File: src/hw/rtl/assert_macros.svh
// Assertion macros used by the table engine RTL.
`ifndef ASSERT_MACROS_SVH
`define ASSERT_MACROS_SVH
`ifndef SYNTHESIS
// Check that a property holds at every rising edge outside reset.
`define ASSERT_PROP(lbl, clk, rst, prop, msg) \
  lbl: assert property (@(posedge clk) disable iff (rst) (prop)) else $error(msg);
// Check that a condition is never seen at a rising edge outside reset.
`define ASSERT_NEVER(lbl, clk, rst, cond, msg) \
  lbl: assert property (@(posedge clk) disable iff (rst) !(cond)) else $error(msg);
`else
`define ASSERT_PROP(lbl, clk, rst, prop, msg)
`define ASSERT_NEVER(lbl, clk, rst, cond, msg)
`endif
`endif

File: src/hw/rtl/bate_pkg.sv
// Shared types and codes of the bounded table engine.
package bate_pkg;

  // Operation carried with each input item
  typedef enum logic [2:0] {
    OP_INSERT  = 3'd0,
    OP_DELETE  = 3'd1,
    OP_MODIFY  = 3'd2,
    OP_SORT    = 3'd3,
    OP_LSEARCH = 3'd4,
    OP_BSEARCH = 3'd5,
    OP_DUMP    = 3'd6
  } opcode_t;

  // Result status
  typedef enum logic [2:0] {
    ST_OK       = 3'd0,
    ST_FULL     = 3'd1,
    ST_NEG      = 3'd2,
    ST_NOTFOUND = 3'd3,
    ST_EMPTY    = 3'd4
  } status_t;

  // What every cell of the chain does next
  typedef enum logic [1:0] {
    CM_HOLD,
    CM_ROTATE,
    CM_SORT_EVEN,
    CM_SORT_ODD
  } cell_mode_t;

  localparam int DATA_W = 32;
  localparam int OUT_IDX_W = 4;

endpackage

File: src/hw/rtl/bate_cell.sv
// One table cell: holds an entry, rotates towards cell zero or swaps with a neighbour.
module bate_cell #(
  parameter int IDX   = 0,
  parameter int CNT_W = 5
) (
  input  logic                          clk,
  input  bate_pkg::cell_mode_t          mode,
  input  logic [CNT_W-1:0]              count,
  input  logic signed [bate_pkg::DATA_W-1:0] left_val,
  input  logic signed [bate_pkg::DATA_W-1:0] right_val,
  output logic signed [bate_pkg::DATA_W-1:0] val
);
  import bate_pkg::*;

  localparam bit EVEN_IDX = (IDX % 2) == 0;
  localparam bit HAS_LEFT = IDX > 0;
  localparam logic [CNT_W:0] IDX_OWN  = (CNT_W + 1)'(IDX);
  localparam logic [CNT_W:0] IDX_NEXT = (CNT_W + 1)'(IDX + 1);

  logic signed [DATA_W-1:0] val_next;
  logic                     left_role;
  logic                     right_live;
  logic                     left_live;

  // Pick the next content of the cell
  always_comb begin
    left_role  = ((mode == CM_SORT_EVEN) == EVEN_IDX);
    right_live = IDX_NEXT < {1'b0, count};
    left_live  = HAS_LEFT && (IDX_OWN < {1'b0, count});
    val_next   = val;
    case (mode)
      CM_ROTATE: val_next = right_val;
      CM_SORT_EVEN, CM_SORT_ODD: begin
        if (left_role) begin
          if (right_live && (val > right_val)) val_next = right_val;
        end else begin
          if (left_live && (left_val > val)) val_next = left_val;
        end
      end
      default: val_next = val;
    endcase
  end

  // Hold the entry
  always_ff @(posedge clk) begin
    val <= val_next;
  end

endmodule

File: src/hw/rtl/bounded_array_table_engine.sv
// Top level of the bounded table engine: controller and chain of table cells.
// The table lives in a ring of CAPACITY cells that rotates one place per cycle towards
// cell zero unless a dump is held by a stalled output; at cell zero the controller reads,
// adds, rewrites or drops entries on the fly. A full turn brings every entry back to its
// place, but the entries behind a deleted one move one place down. Insert, delete, modify
// and linear search take a full turn plus accept and result, sort takes CAPACITY odd-even
// exchange phases between neighbouring cells, binary search takes a full turn for each
// probe, up to floor(log2(entry_count)) + 1 probes, and dump takes a full turn, held
// while the output is stalled. Insert when full, insert of a negative value, an unused
// code, and sort or dump of an empty table answer without a turn. Any item also waits in
// its result state while the previous result is still held in the output register.
// The table needs no clearing after reset.
// At most one item is in work at a time; the output register lets the next item be taken
// while the last result still waits.
module bounded_array_table_engine #(
  parameter int CAPACITY = 16
) (
  input  logic        clk,
  input  logic        rst,
  // input items
  input  logic        s_tvalid,
  output logic        s_tready,
  input  logic [63:0] s_tdata,   // [31:0] value, [63:32] new_value
  input  logic [2:0]  s_tuser,   // [2:0] opcode
  // result items
  output logic        m_tvalid,
  input  logic        m_tready,
  output logic [39:0] m_tdata,   // [3:0] found_index, [35:4] entry_value, [39:36] zero
  output logic [2:0]  m_tuser,   // [2:0] status
  output logic        m_tlast
);
  import bate_pkg::*;

  localparam int IW = (CAPACITY > 1) ? $clog2(CAPACITY) : 1;
  localparam int CW = $clog2(CAPACITY + 1);
  localparam int KW = CW + 1;
  localparam int BW = CW + 1;

  typedef enum logic [2:0] {
    S_IDLE, S_SCAN, S_SORT, S_BNEXT, S_PROBE, S_BCMP, S_DUMP, S_RESULT
  } state_t;

  state_t                   state;
  opcode_t                  op;
  logic signed [DATA_W-1:0] key;
  logic signed [DATA_W-1:0] nval;
  logic [CW-1:0]            count;
  logic [IW-1:0]            k;
  logic                     found;
  logic [IW-1:0]            hit;
  logic signed [BW-1:0]     lo;
  logic signed [BW-1:0]     hi;
  logic [IW-1:0]            mid;
  logic signed [DATA_W-1:0] probe;
  status_t                  res_status;
  logic [OUT_IDX_W-1:0]     res_idx;
  status_t                  out_status;
  logic [OUT_IDX_W-1:0]     out_idx;
  logic signed [DATA_W-1:0] out_value;
  logic                     out_last;

  logic signed [DATA_W-1:0] cell_val [CAPACITY];
  logic signed [DATA_W-1:0] head;
  logic signed [DATA_W-1:0] nxt;
  logic signed [DATA_W-1:0] feed;
  cell_mode_t               mode;
  logic                     slot_free;
  logic                     advance;
  logic                     out_load;
  logic [KW-1:0]            k_ext;
  logic [KW-1:0]            cnt_ext;
  logic                     k_in;
  logic                     k_last;
  logic                     match;
  logic                     hit_any;
  logic signed [BW:0]       bsum;
  opcode_t                  in_op;
  logic signed [DATA_W-1:0] in_value;
  logic signed [DATA_W-1:0] in_new;

  assign in_op    = opcode_t'(s_tuser);
  assign in_value = s_tdata[31:0];
  assign in_new   = s_tdata[63:32];

  assign head      = cell_val[0];
  assign nxt       = cell_val[1];
  assign slot_free = !m_tvalid || m_tready;
  assign k_ext     = KW'(k);
  assign cnt_ext   = {1'b0, count};
  assign k_in      = k_ext < cnt_ext;
  assign k_last    = (k == IW'(CAPACITY - 1));
  assign match     = k_in && !found && (head == key);
  assign hit_any   = found || match;
  assign bsum      = (BW + 1)'(lo) + (BW + 1)'(hi);

  assign s_tready = (state == S_IDLE);
  assign m_tdata  = {4'b0, out_value, out_idx};
  assign m_tuser  = out_status;
  assign m_tlast  = out_last;

  // Step the ring when the current state lets it
  always_comb begin
    case (state)
      S_SCAN, S_PROBE, S_SORT: advance = 1'b1;
      S_DUMP:                  advance = !k_in || slot_free;
      default:                 advance = 1'b0;
    endcase
  end

  // Load the output register with a new result this cycle
  assign out_load = ((state == S_RESULT) && slot_free) ||
                    ((state == S_DUMP) && advance && k_in);

  // Choose what enters the tail of the ring
  always_comb begin
    feed = head;
    if (state == S_SCAN) begin
      case (op)
        OP_INSERT: feed = (k_ext == cnt_ext) ? key : head;
        OP_DELETE: feed = hit_any ? nxt : head;
        OP_MODIFY: feed = match ? nval : head;
        default:   feed = head;
      endcase
    end
  end

  // Tell the cells what to do
  always_comb begin
    case (state)
      S_SCAN, S_PROBE, S_DUMP: mode = advance ? CM_ROTATE : CM_HOLD;
      S_SORT:                  mode = k[0] ? CM_SORT_ODD : CM_SORT_EVEN;
      default:                 mode = CM_HOLD;
    endcase
  end

  // Chain of cells
  for (genvar i = 0; i < CAPACITY; i++) begin : g_cell
    logic signed [DATA_W-1:0] left_in;
    logic signed [DATA_W-1:0] right_in;
    assign left_in  = (i == 0) ? cell_val[0] : cell_val[(i == 0) ? 0 : i - 1];
    assign right_in = (i == CAPACITY - 1) ? feed
                                          : cell_val[(i == CAPACITY - 1) ? i : i + 1];
    bate_cell #(
      .IDX   (i),
      .CNT_W (CW)
    ) u_cell (
      .clk       (clk),
      .mode      (mode),
      .count     (count),
      .left_val  (left_in),
      .right_val (right_in),
      .val       (cell_val[i])
    );
  end

  // Sequence the operations and hold the output register
  always_ff @(posedge clk) begin
    if (rst) begin
      state    <= S_IDLE;
      count    <= '0;
      m_tvalid <= 1'b0;
    end else begin
      if (m_tready && !out_load) m_tvalid <= 1'b0;
      case (state)
        S_IDLE: begin
          if (s_tvalid) begin
            op      <= in_op;
            key     <= in_value;
            nval    <= in_new;
            k       <= '0;
            found   <= 1'b0;
            res_idx <= '0;
            case (in_op)
              OP_INSERT: begin
                if (count == CW'(CAPACITY)) begin
                  res_status <= ST_FULL;
                  state      <= S_RESULT;
                end else if (in_value < 0) begin
                  res_status <= ST_NEG;
                  state      <= S_RESULT;
                end else begin
                  state <= S_SCAN;
                end
              end
              OP_DELETE, OP_MODIFY, OP_LSEARCH: state <= S_SCAN;
              OP_SORT: begin
                if (count == '0) begin
                  res_status <= ST_EMPTY;
                  state      <= S_RESULT;
                end else begin
                  state <= S_SORT;
                end
              end
              OP_BSEARCH: begin
                lo    <= '0;
                hi    <= BW'(count) - BW'(1);
                state <= S_BNEXT;
              end
              OP_DUMP: begin
                if (count == '0) begin
                  res_status <= ST_EMPTY;
                  state      <= S_RESULT;
                end else begin
                  state <= S_DUMP;
                end
              end
              default: begin
                res_status <= ST_OK;
                state      <= S_RESULT;
              end
            endcase
          end
        end
        S_SCAN: begin
          k <= k + IW'(1);
          if (match) begin
            found <= 1'b1;
            hit   <= k;
          end
          if (k_last) begin
            state <= S_RESULT;
            case (op)
              OP_INSERT: begin
                res_status <= ST_OK;
                count      <= count + CW'(1);
              end
              OP_DELETE: begin
                res_status <= hit_any ? ST_OK : ST_NOTFOUND;
                if (hit_any) count <= count - CW'(1);
              end
              OP_MODIFY: res_status <= hit_any ? ST_OK : ST_NOTFOUND;
              default: begin
                res_status <= hit_any ? ST_OK : ST_NOTFOUND;
                if (hit_any) res_idx <= OUT_IDX_W'(match ? k : hit);
              end
            endcase
          end
        end
        S_SORT: begin
          k <= k + IW'(1);
          if (k_last) begin
            res_status <= ST_OK;
            state      <= S_RESULT;
          end
        end
        S_BNEXT: begin
          k <= '0;
          if (lo <= hi) begin
            mid   <= IW'(bsum[BW:1]);
            state <= S_PROBE;
          end else begin
            res_status <= ST_NOTFOUND;
            state      <= S_RESULT;
          end
        end
        S_PROBE: begin
          k <= k + IW'(1);
          if (k == mid) probe <= head;
          if (k_last) state <= S_BCMP;
        end
        S_BCMP: begin
          if (probe == key) begin
            res_status <= ST_OK;
            res_idx    <= OUT_IDX_W'(mid);
            state      <= S_RESULT;
          end else if (probe < key) begin
            lo    <= BW'(BW'(mid) + BW'(1));
            state <= S_BNEXT;
          end else begin
            hi    <= BW'(BW'(mid) - BW'(1));
            state <= S_BNEXT;
          end
        end
        S_DUMP: begin
          if (advance) begin
            if (k_in) begin
              m_tvalid   <= 1'b1;
              out_status <= ST_OK;
              out_idx    <= OUT_IDX_W'(k);
              out_value  <= head;
              out_last   <= (KW'(k_ext + KW'(1)) == cnt_ext);
            end
            k <= k + IW'(1);
            if (k_last) state <= S_IDLE;
          end
        end
        S_RESULT: begin
          if (slot_free) begin
            m_tvalid   <= 1'b1;
            out_status <= res_status;
            out_idx    <= res_idx;
            out_value  <= '0;
            out_last   <= 1'b1;
            state      <= S_IDLE;
          end
        end
        default: state <= S_IDLE;
      endcase
    end
  end

`include "assert_macros.svh"

  `ASSERT_NEVER(a_count_bound, clk, rst, count > CW'(CAPACITY), "entry count above capacity")
  `ASSERT_PROP(a_busy_after_accept, clk, rst, (s_tvalid && s_tready) |=> !s_tready, "accepted item left engine idle")
  `ASSERT_PROP(a_count_only_scan, clk, rst, (state != S_SCAN) |=> $stable(count), "entry count changed outside a scan")
  `ASSERT_PROP(a_nonlast_is_dump, clk, rst, (m_tvalid && !m_tlast) |-> (m_tuser == ST_OK), "non-final result without ok status")
  `ASSERT_PROP(a_ring_holds_idle, clk, rst, (state == S_IDLE) |-> (mode == CM_HOLD), "cell chain moved while idle")

endmodule

File: config.mk
export PLATFORM = sky130hd
export DESIGN_NAME = bounded_array_table_engine
export DESIGN_NICKNAME = d
export VERILOG_FILES = /design/src/hw/rtl/bate_pkg.sv /design/src/hw/rtl/bate_cell.sv /design/src/hw/rtl/bounded_array_table_engine.sv
export VERILOG_INCLUDE_DIRS = /design/src /design/src/hw/rtl
export SDC_FILE = /design/constraint.sdc
export NUM_CORES = 2
export LEC_CHECK = 0
export BUFFER_PORTS_ARGS = -buffer_cell sky130_fd_sc_hd__buf_4
export CAP_MARGIN = 20
export CELL_PAD_IN_SITES_DETAIL_PLACEMENT = 1
export CELL_PAD_IN_SITES_GLOBAL_PLACEMENT = 2
export CORE_MARGIN = 4
export CORE_UTILIZATION = 45
export DETAILED_ROUTE_END_ITERATION = 10
export PLACE_DENSITY_LB_ADDON = 0.1
export SYNTH_ARGS = -nofsm -noshare
export SYNTH_HDL_FRONTEND = slang
export SYNTH_SLANG_ARGS = --single-unit
File: constraint.sdc
create_clock -name clk -period 14.3 [get_ports clk]
set_input_delay 0.715 -clock clk [delete_from_list [all_inputs] [get_ports clk]]
set_output_delay 0.715 -clock clk [all_outputs]
set_load 0.01 [all_outputs]
==> metrics.md <==
| Metric | Value |
|---|---|
| Outcome | finished clean |
| Setup Skew | 25.7 ps |
| RSZ-0062 raised after global routing | false |
| IO Port Bufs | 112 |
| Post-Syn Instances | 4300 |
| Mapped Area | 43200 um2 |
| DR iter-0 viols | 2885 |
| Switching pwr | 5.95 mW |
| Post-synthesis sequential area ratio | 47.8% |
| Internal | 7.30 mW |
| Hold Path Class | input pin to register |
| Slew Limit Fails | 0 |
| Final setup vio count | 0 |
| Total die area | 101000 um2 |
| CTS tree | built |
| Cell taking the most area after synthesis | edfxtp_1 |
| Worst EP required | 14580 ps |
| Slew @ Worst Pin | 1100 ps |
| Min Tclk post-route | 6140 ps |
| Mapped Avg Cell Area | 10.1 um2 |
| Setup Crit Path Kind | register to register |
| 1st-pass router iterations | 6 |
| Max_cap viols | 0 |
| Top FF cell, synth | edfxtp_1 |
| Clock group share of total power | 16.4% |
| Total power | 13.3 mW |
| CTS H-tree lvls | 3 |
| Clk slew on worst S/H paths | 60 ps |
| Most area-consuming cells after synthesis | edfxtp_1 (47%), ha_1 (16%), o21ai_0 (6.2%), nand2_1 (5.3%), inv_1 (4.8%) |
| CTS sink count | 691 |
| PD cells | 275 nW/um2 |
| Initial Util | 45.4% |
| Ys Warns | 0 |
| Core ar. | 95200 um2 |
| Largest net degree at the start of global routing | 241 |
| Post_cts resized | 0 |
| Worst skew pair latency | 650 ps |
| Synth unique cells | 76 |
| Root buf cell | clkbuf_16 |
| Worst slew margin | 26.3% |
| Routed len/inst | 25.5 um |
| CTS Buf Count | 83 |
| Vias per cell | 5.87 |
| Critical-path maximum fanout | 44 |
| DRT antenna net count | 0 |
| Startpoint Class | register |
| WL final | 146000 um |
| Vias | 33600 |
| Vias in the first global route | 34500 |
| DPL Wire Length | 113000 um |
| Io pins | 117 |
| F_max | 163 MHz |
| Drt drc | 0 |
| # diodes | 0 |
| Total negative setup slack | 0 ps |
| Initial antenna violation count | 5 |
| Arrival time at the worst endpoint | 6420 ps |
| Nets | 5020 |
| Ys async rst share | 0% |
| Post-CTS setup buffer count | 0 |
| Proportion of layout cells with a drive suffix above 1 | 8.02% |
| Overall Global Routing Usage | 28.4% |
| Die height | 318 um |
| Max clock buf depth | 3 |
| Total grt overflow | 0 |
| Max VDD drop | 124 uV |
| Die width | 318 um |
| Top cell type's share of synthesized area | 47.4% |
| Fillers | 10600 |
| Flop pwr share | 37.6% |
| Post-route clock period utilization | 42.9% |
| First-pass GRT wire length | 219000 um |
| Yosys reg bits | 691 |
| Placer Congestion | 0.915 |
| Combinational share of power | 46.0% |
| Cts-stage hold buffer count | 0 |
| CP Capture Type | register |
| Row cnt | 113 |
| EDFF count, synth | 682 |
| P&R area growth vs syn | 11.5% |
| Leak | 20.1 nW |
| Final Hold Viols | 0 |
| Switching share of power | 44.9% |
## sequential cells by signal (all words and copies together) (netlist names), 4 cells and up
register and flops:
g_cell.u_cell.val 512, key 32, nval 32, out_value 32
probe 32, hi 6, count 5, lo 5
hit 4, k 4, mid 4, out_idx 4
res_idx 4
## per-stage QoR
step / hold WS (ps) / instance area, um2 / worst slack [ps] / std cells / utilization, %
after floorplan: 480 / 43300 / 8070 / 4303 / -
after global placement: 525 / 45500 / 8370 / 5564 / 47.8
after detailed placement: 544 / 45500 / 8330 / 5565 / 47.8
after CTS: 206 / 48200 / 8280 / 5717 / 50.7
after global routing: 210 / 48200 / 7780 / 5717 / 50.7
final: 245 / 48200 / 8160 / 5717 / 50.7
## cell usage in the layout (no fill, tap or decap), types with 26 or more instances in the layout
master     count
a22oi_1       27
and2_1        37
a21oi_1      272
o21a_1        30
o21ai_1       40
o21ai_0      538
inv_1        555
nor4_1        26
xnor2_1       42
nand3_1       35
edfxtp_1     682
clkbuf_16     86
a21o_1        98
nand4_1      125
nor2_1        70
ha_1         563
o211ai_1      38
mux2i_1       39
buf_4        153
nand2_1      606
nor2b_1       28
## layout make-up
class / count / area (um2) / share of cell area [%]
sequential: 691 / 20700 / 42.8
multi-input combinational: 2894 / 20000 / 41.4
clock buffer: 104 / 2240 / 4.64
tap: 1265 / 1580 / 3.28
inverter: 558 / 2090 / 4.34
timing repair buffer: 157 / 1210 / 2.52
clock inverter: 48 / 492 / 1.02
## kinds of logic (layout without fill, tap and decap cells)
| kind of cell | after synthesis | in the layout | share of synthesized area [%] |
|---|---|---|---|
| xor gates and xnor gates | 57 | 57 | 1.15 |
| other | 1 | 4 | 0.00867 |
| and+or+nand+nor | 1025 | 1025 | 10.9 |
| muxes | 47 | 47 | 1.11 |
| buffers and inverters | 718 | 867 | 6.33 |
| DFF | 691 | 691 | 47.8 |
| AOI/OAI and AO/OA | 1197 | 1197 | 16.4 |
| adders and majority gates | 564 | 564 | 16.3 |
## routing by layer
metal  routed length (um)  part of all wire [%]  global-route usage (%)
met2                66400                    46                    45.4
met5                    0                     0                       0
met3                 8110                   5.6                    4.24
met4                 5970                   4.1                    10.4
met1                65200                    45                    39.3
## synth_stat cells, types with 4 or more instances
master / number
a22oi_1: 27
edfxtp_1: 682
buf_4: 5
and4_1: 11
o31ai_1: 5
xnor2_1: 42
buf_1: 10
o22ai_1: 10
nor4_1: 28
nor3_1: 31
a2111o_1: 6
a21oi_1: 273
ha_1: 563
and3_1: 9
o21a_1: 30
o21ai_0: 538
o21ai_1: 40
a31oi_1: 13
nand4_1: 125
a221oi_1: 14
dfxtp_1: 9
a211oi_1: 19
and2_1: 37
a2111oi_0: 4
buf_2: 13
xor2_1: 15
a21o_1: 98
inv_1: 555
nand2b_1: 6
nor3b_1: 8
nor2b_1: 30
nand2_1: 606
o221ai_2: 17
nand3_1: 36
mux2_2: 8
clkbuf_1: 131
a211o_1: 10
a21oi_2: 18
o211ai_1: 38
mux2i_1: 39
or4_1: 5
nor2_1: 73
o221ai_1: 10
or3_1: 7
## path summary, 6_finish.rpt
check,slack (ps),startpoint,depth (start not counted),to
setup / recovery,8160,count[1]$_SDFFE_PP0P_,19,g_cell[15].u_cell.val[1]$_DFFE_PP_
hold / removal,240,s_tdata[39],1,nval[7]$_DFFE_PP_
setup reg to reg,8160,count[1]$_SDFFE_PP0P_,19,g_cell[15].u_cell.val[1]$_DFFE_PP_
hold reg to reg,550,res_status[2]$_DFFE_PP_,2,m_tuser[2]$_SDFFCE_PN0P_
## power by group through the flow
stage / Sequential (mW) / Clock (mW) / Combinational, mW
floorplan: 4.49 / 0 / 4.14
global placement: 4.99 / 0 / 5.84
detailed placement: 5.01 / 0 / 6.04
CTS: 4.98 / 2.21 / 6.10
global route: 5.08 / 2.30 / 6.95
finish: 4.98 / 2.17 / 6.09
## critical path, cell delays in order, from the launching register on
cell and delay, ps:
dfxtp_1 490, inv_1 220, ha_1 340, nor2b_1 130
o2111a_1 250, nor2_1 360, nand4_2 150, buf_4 410
a21oi_1 620, a211o_1 190, o21ai_1 130, ha_1 230
a21oi_1 160, a21oi_1 90, a2111oi_0 540, o211ai_1 200
or3_1 370, a211o_1 310, a21oi_2 130, buf_4 440
(Power assumes the default switching activity.)
